--- config.mk ---
export PLATFORM = sky130hd
export DESIGN_NAME = plid_cell
export DESIGN_NICKNAME = d
export VERILOG_FILES = /design/src/hdl/plid_pkg.sv /design/src/hdl/plid_cell.sv
export SDC_FILE = /design/constraint.sdc
export NUM_CORES = 1
export LEC_CHECK = 0
export ABC_AREA = 1
export BUFFER_PORTS_ARGS = -buffer_cell sky130_fd_sc_hd__buf_2
export CAP_MARGIN = 20
export CORE_MARGIN = 2
export CORE_UTILIZATION = 36
export DETAILED_ROUTE_END_ITERATION = 12
export PLACE_DENSITY = 0.8
export SETUP_SLACK_MARGIN = 0.3
export SLEW_MARGIN = 40
export SYNTH_ARGS = -nofsm -noshare
export SYNTH_HDL_FRONTEND = slang
export SYNTH_SLANG_ARGS = --single-unit
--- constraint.sdc ---
create_clock -name clk -period 3.2 [get_ports clk]
set_clock_uncertainty 0.05 [all_clocks]
set_input_delay 0.16 -clock clk [delete_from_list [all_inputs] [get_ports clk]]
set_output_delay 0.16 -clock clk [all_outputs]
set_load 0.02 [all_outputs]
--- src/hdl/plid_pkg.sv ---
// Shared types and constants for the positional list core.
// No dependencies; every other file imports this package.
`default_nettype none

package plid_pkg;

    // Command codes
    localparam logic [2:0] CMD_INS_FRONT = 3'd0;
    localparam logic [2:0] CMD_INS_END   = 3'd1;
    localparam logic [2:0] CMD_INS_AT    = 3'd2;
    localparam logic [2:0] CMD_REM_FRONT = 3'd3;
    localparam logic [2:0] CMD_REM_END   = 3'd4;
    localparam logic [2:0] CMD_REM_AT    = 3'd5;
    localparam logic [2:0] CMD_READ      = 3'd6;

    // Status codes
    localparam logic [1:0] ST_OK    = 2'd0;
    localparam logic [1:0] ST_BAD   = 2'd1;
    localparam logic [1:0] ST_FULL  = 2'd2;
    localparam logic [1:0] ST_EMPTY = 2'd3;

    localparam int DATA_W    = 32;
    localparam int POS_W     = 9;
    localparam int CNT_W     = 9;
    localparam int MAX_IDX_W = 12;   // index bits for the largest list

    // Per-cycle control broadcast along the cell row
    typedef struct packed {
        logic                 ins;
        logic                 rem;
        logic                 rd;
        logic [MAX_IDX_W-1:0] at;
    } plid_shift_t;

endpackage

`default_nettype wire

--- src/hdl/plid_cell.sv ---
// One list entry: holds a value and shifts it to or from its neighbors.
// Depends on plid_pkg.
`default_nettype none

module plid_cell #(
    parameter int IDX = 0
) (
    input  wire                              clk,
    input  wire plid_pkg::plid_shift_t       shift,
    input  wire logic signed [31:0]          left_data,
    input  wire logic signed [31:0]          right_data,
    input  wire logic signed [31:0]          new_data,
    output logic signed [31:0]               data,
    output logic signed [31:0]               sel_data
);
    import plid_pkg::*;

    localparam logic [MAX_IDX_W-1:0] MY_IDX = MAX_IDX_W'(IDX);

    logic signed [DATA_W-1:0] data_reg;
    logic signed [DATA_W-1:0] data_next;
    logic                     hit;
    logic                     above;

    assign hit   = (shift.at == MY_IDX);
    assign above = (MY_IDX > shift.at);

    always_comb
    begin
        data_next = data_reg;
        if (shift.ins)
        begin
            if (above)
                data_next = left_data;
            else if (hit)
                data_next = new_data;
        end
        else if (shift.rem)
        begin
            if (above || hit)
                data_next = right_data;
        end
    end

    always_ff @(posedge clk)
    begin
        data_reg <= data_next;
    end

    assign data     = data_reg;
    assign sel_data = (shift.rd && hit) ? data_reg : '0;

endmodule

`default_nettype wire

==> out/qor.txt <==
initial DRC count = 46
CTS root buf = clkbuf_8
Sw Pwr = 167.4 uW
endpoint class of the critical path = primary output
Syn Nets = 261
Setup CP Type = in -> out
CP cell instances = buf_2, nor2_1, nand2_1, nor2_2, nand3_4, nor2_1, buf_2
CP arrival = 1.51 ns
outcome = finished, final reports clean
DRC = 0
post-layout util = 55.55%
Worst Tran Pin Value = 0.6127 ns
input/output buffers = 143
ant diodes = 0
library cells used by synthesis = 12
Starting Density = 37.47%
fin crit period = 1.717 ns
first-pass GRT wire length = 6.106 mm
WHS = 0.1353 ns
final net count = 406
Seq pwr share = 55.4%
Max Slew Vio Count = 0
register area share after synthesis = 53.93%
per-cell routed wire length = 12.21 um
Min-Delay Path Class = in -> reg
die height = 74.35 um
DRT Pass-1 Iters = 4
CTS tree = done
Die W = 74.35 um
largest net degree at the start of global routing = 33
CTS max path bufs = 2
post-detail-place hpwl = 3.501 mm
drt via density = 4.216
initial antenna violation count = 0
Final Hold Viols = 0
Yosys warnings = 0
row count = 25
CTS buffer count = 5
gpl congestion = 0.6773
share of post-route cells with drive strength above 1 = 73.13%
setup_tns = 0 ns
max-cap viol count = 0
Core Region = 4755 um^2
Cells after Synth = 149
Post-CTS Setup Bufs = 0
Peak supply drop = 0.1726 mV
Avg Synthesized Cell Area = 11.96 um^2
die area = 5528 um^2
max reg flops = 32
power density cells = 317.6 nW/um^2
Worst Path Max Fanout = 32
FMAX = 582.3 MHz
register bit count reported by yosys = 32
internal power = 671.4 uW
clock power share = 33.3%
Rel. slew slack = 59.15%
WP data required = 2.99 ns
ANT nets after route = 0
CP max stage cell = nand3_4
H-Tree Level Count = 2
Setup Viol. Count Final = 0
Pleak = 1.341 nW
Area Overhead vs Synth = 48.24%
total grt overflow = 0
Gates resized, CTS repair = 0
GRT Total Usage = 14.89%
hold_buf cts = 0
combinational power share = 11.3%
CTS clk-pin slew, worst paths = 0.06 ns
vias in the first global route = 1,383
Switching Fraction = 19.95%
Sink Count = 32
critical path's largest stage delay = 0.47 ns
critical path launch point type = input port
total wire length = 4.409 mm
period utilization = 53.67%
DR vias = 1,522
I/O pin count = 176
Mapped Area = 1782 um^2
RSZ-0062 raised after global routing = false
PnR Total Power = 838.7 uW
==> logic make-up (layout without fill, tap and decap cells) <==
family                 Yosys count  in the layout  share of synthesized area [%]
buffers and inverters           39            184                          10.04
muxes                           32             32                          20.22
and+or+nand+nor                 46             46                          15.80
DFF                             32             32                          53.93
==> cells in the final DEF, fill, tap and decap left out <==
cell	count
inv_1	32
and2_1	1
mux2_2	32
clkbuf_8	5
clkinv_1	2
nand3_4	1
edfxtp_1	32
nand2_1	3
buf_2	143
buf_16	1
buf_4	1
nor2_1	9
nor2_2	28
nor2_4	4
==> Yosys cell counts (all sizes together) <==
master / count / area share (%)
and2: 1 / 0.35
buf: 7 / 3.3
edfxtp: 32 / 54
inv: 32 / 6.7
mux2: 32 / 20
nand2: 3 / 0.63
nand3: 1 / 0.98
nor2: 41 / 14
==> final timing paths <==
check,start,endpoint,slack [ns],cells past startpoint
setup / recovery,shift[3],sel_data[31],1.48,7
hold / removal,new_data[8],data[8]$_DFFE_PP_,0.14,2
==> metrics by stage <==
stage	area [um^2]	std cells	worst slack (ns)
floorplan	1782	149	0.7842
global placement	2537	353	1.359
detailed placement	2565	354	1.435
CTS	2641	361	1.459
global route	2641	361	1.341
finish	2641	361	1.483
==> area by class of cell <==
class	instances	area, um^2
multi-input cells	78	649.4
inverters	32	120.1
repair buffers	145	750.7
clock inverters	2	7.507
flip-flops and latches	32	960.9
clock buffers	5	68.82
well taps	67	83.83
fillers	436	2113
==> worst max-delay path: cells and delay by family <==
family | cells | cell delay (ns)
and+or+nand+nor | 5 | 1.05
buffers and inverters | 2 | 0.29
==> per-layer routing <==
layer  wire length, um  track usage (%)
met3               293            3.794
met1              1597            15.23
met4                34            5.357
met2              2484            28.97
met5                 0                0
==> power by group through the flow <==
stage / clock, mW / sequential (mW) / combinational (mW)
final: 0.279 / 0.464 / 0.0949
after global routing: 0.312 / 0.464 / 0.105
after CTS: 0.294 / 0.464 / 0.0967
after detailed placement: 0 / 0.473 / 0.0959
after global placement: 0 / 0.473 / 0.0920
after floorplan: 0 / 0.474 / 0.0443
Note: power is estimated with default switching activity, not from simulation.
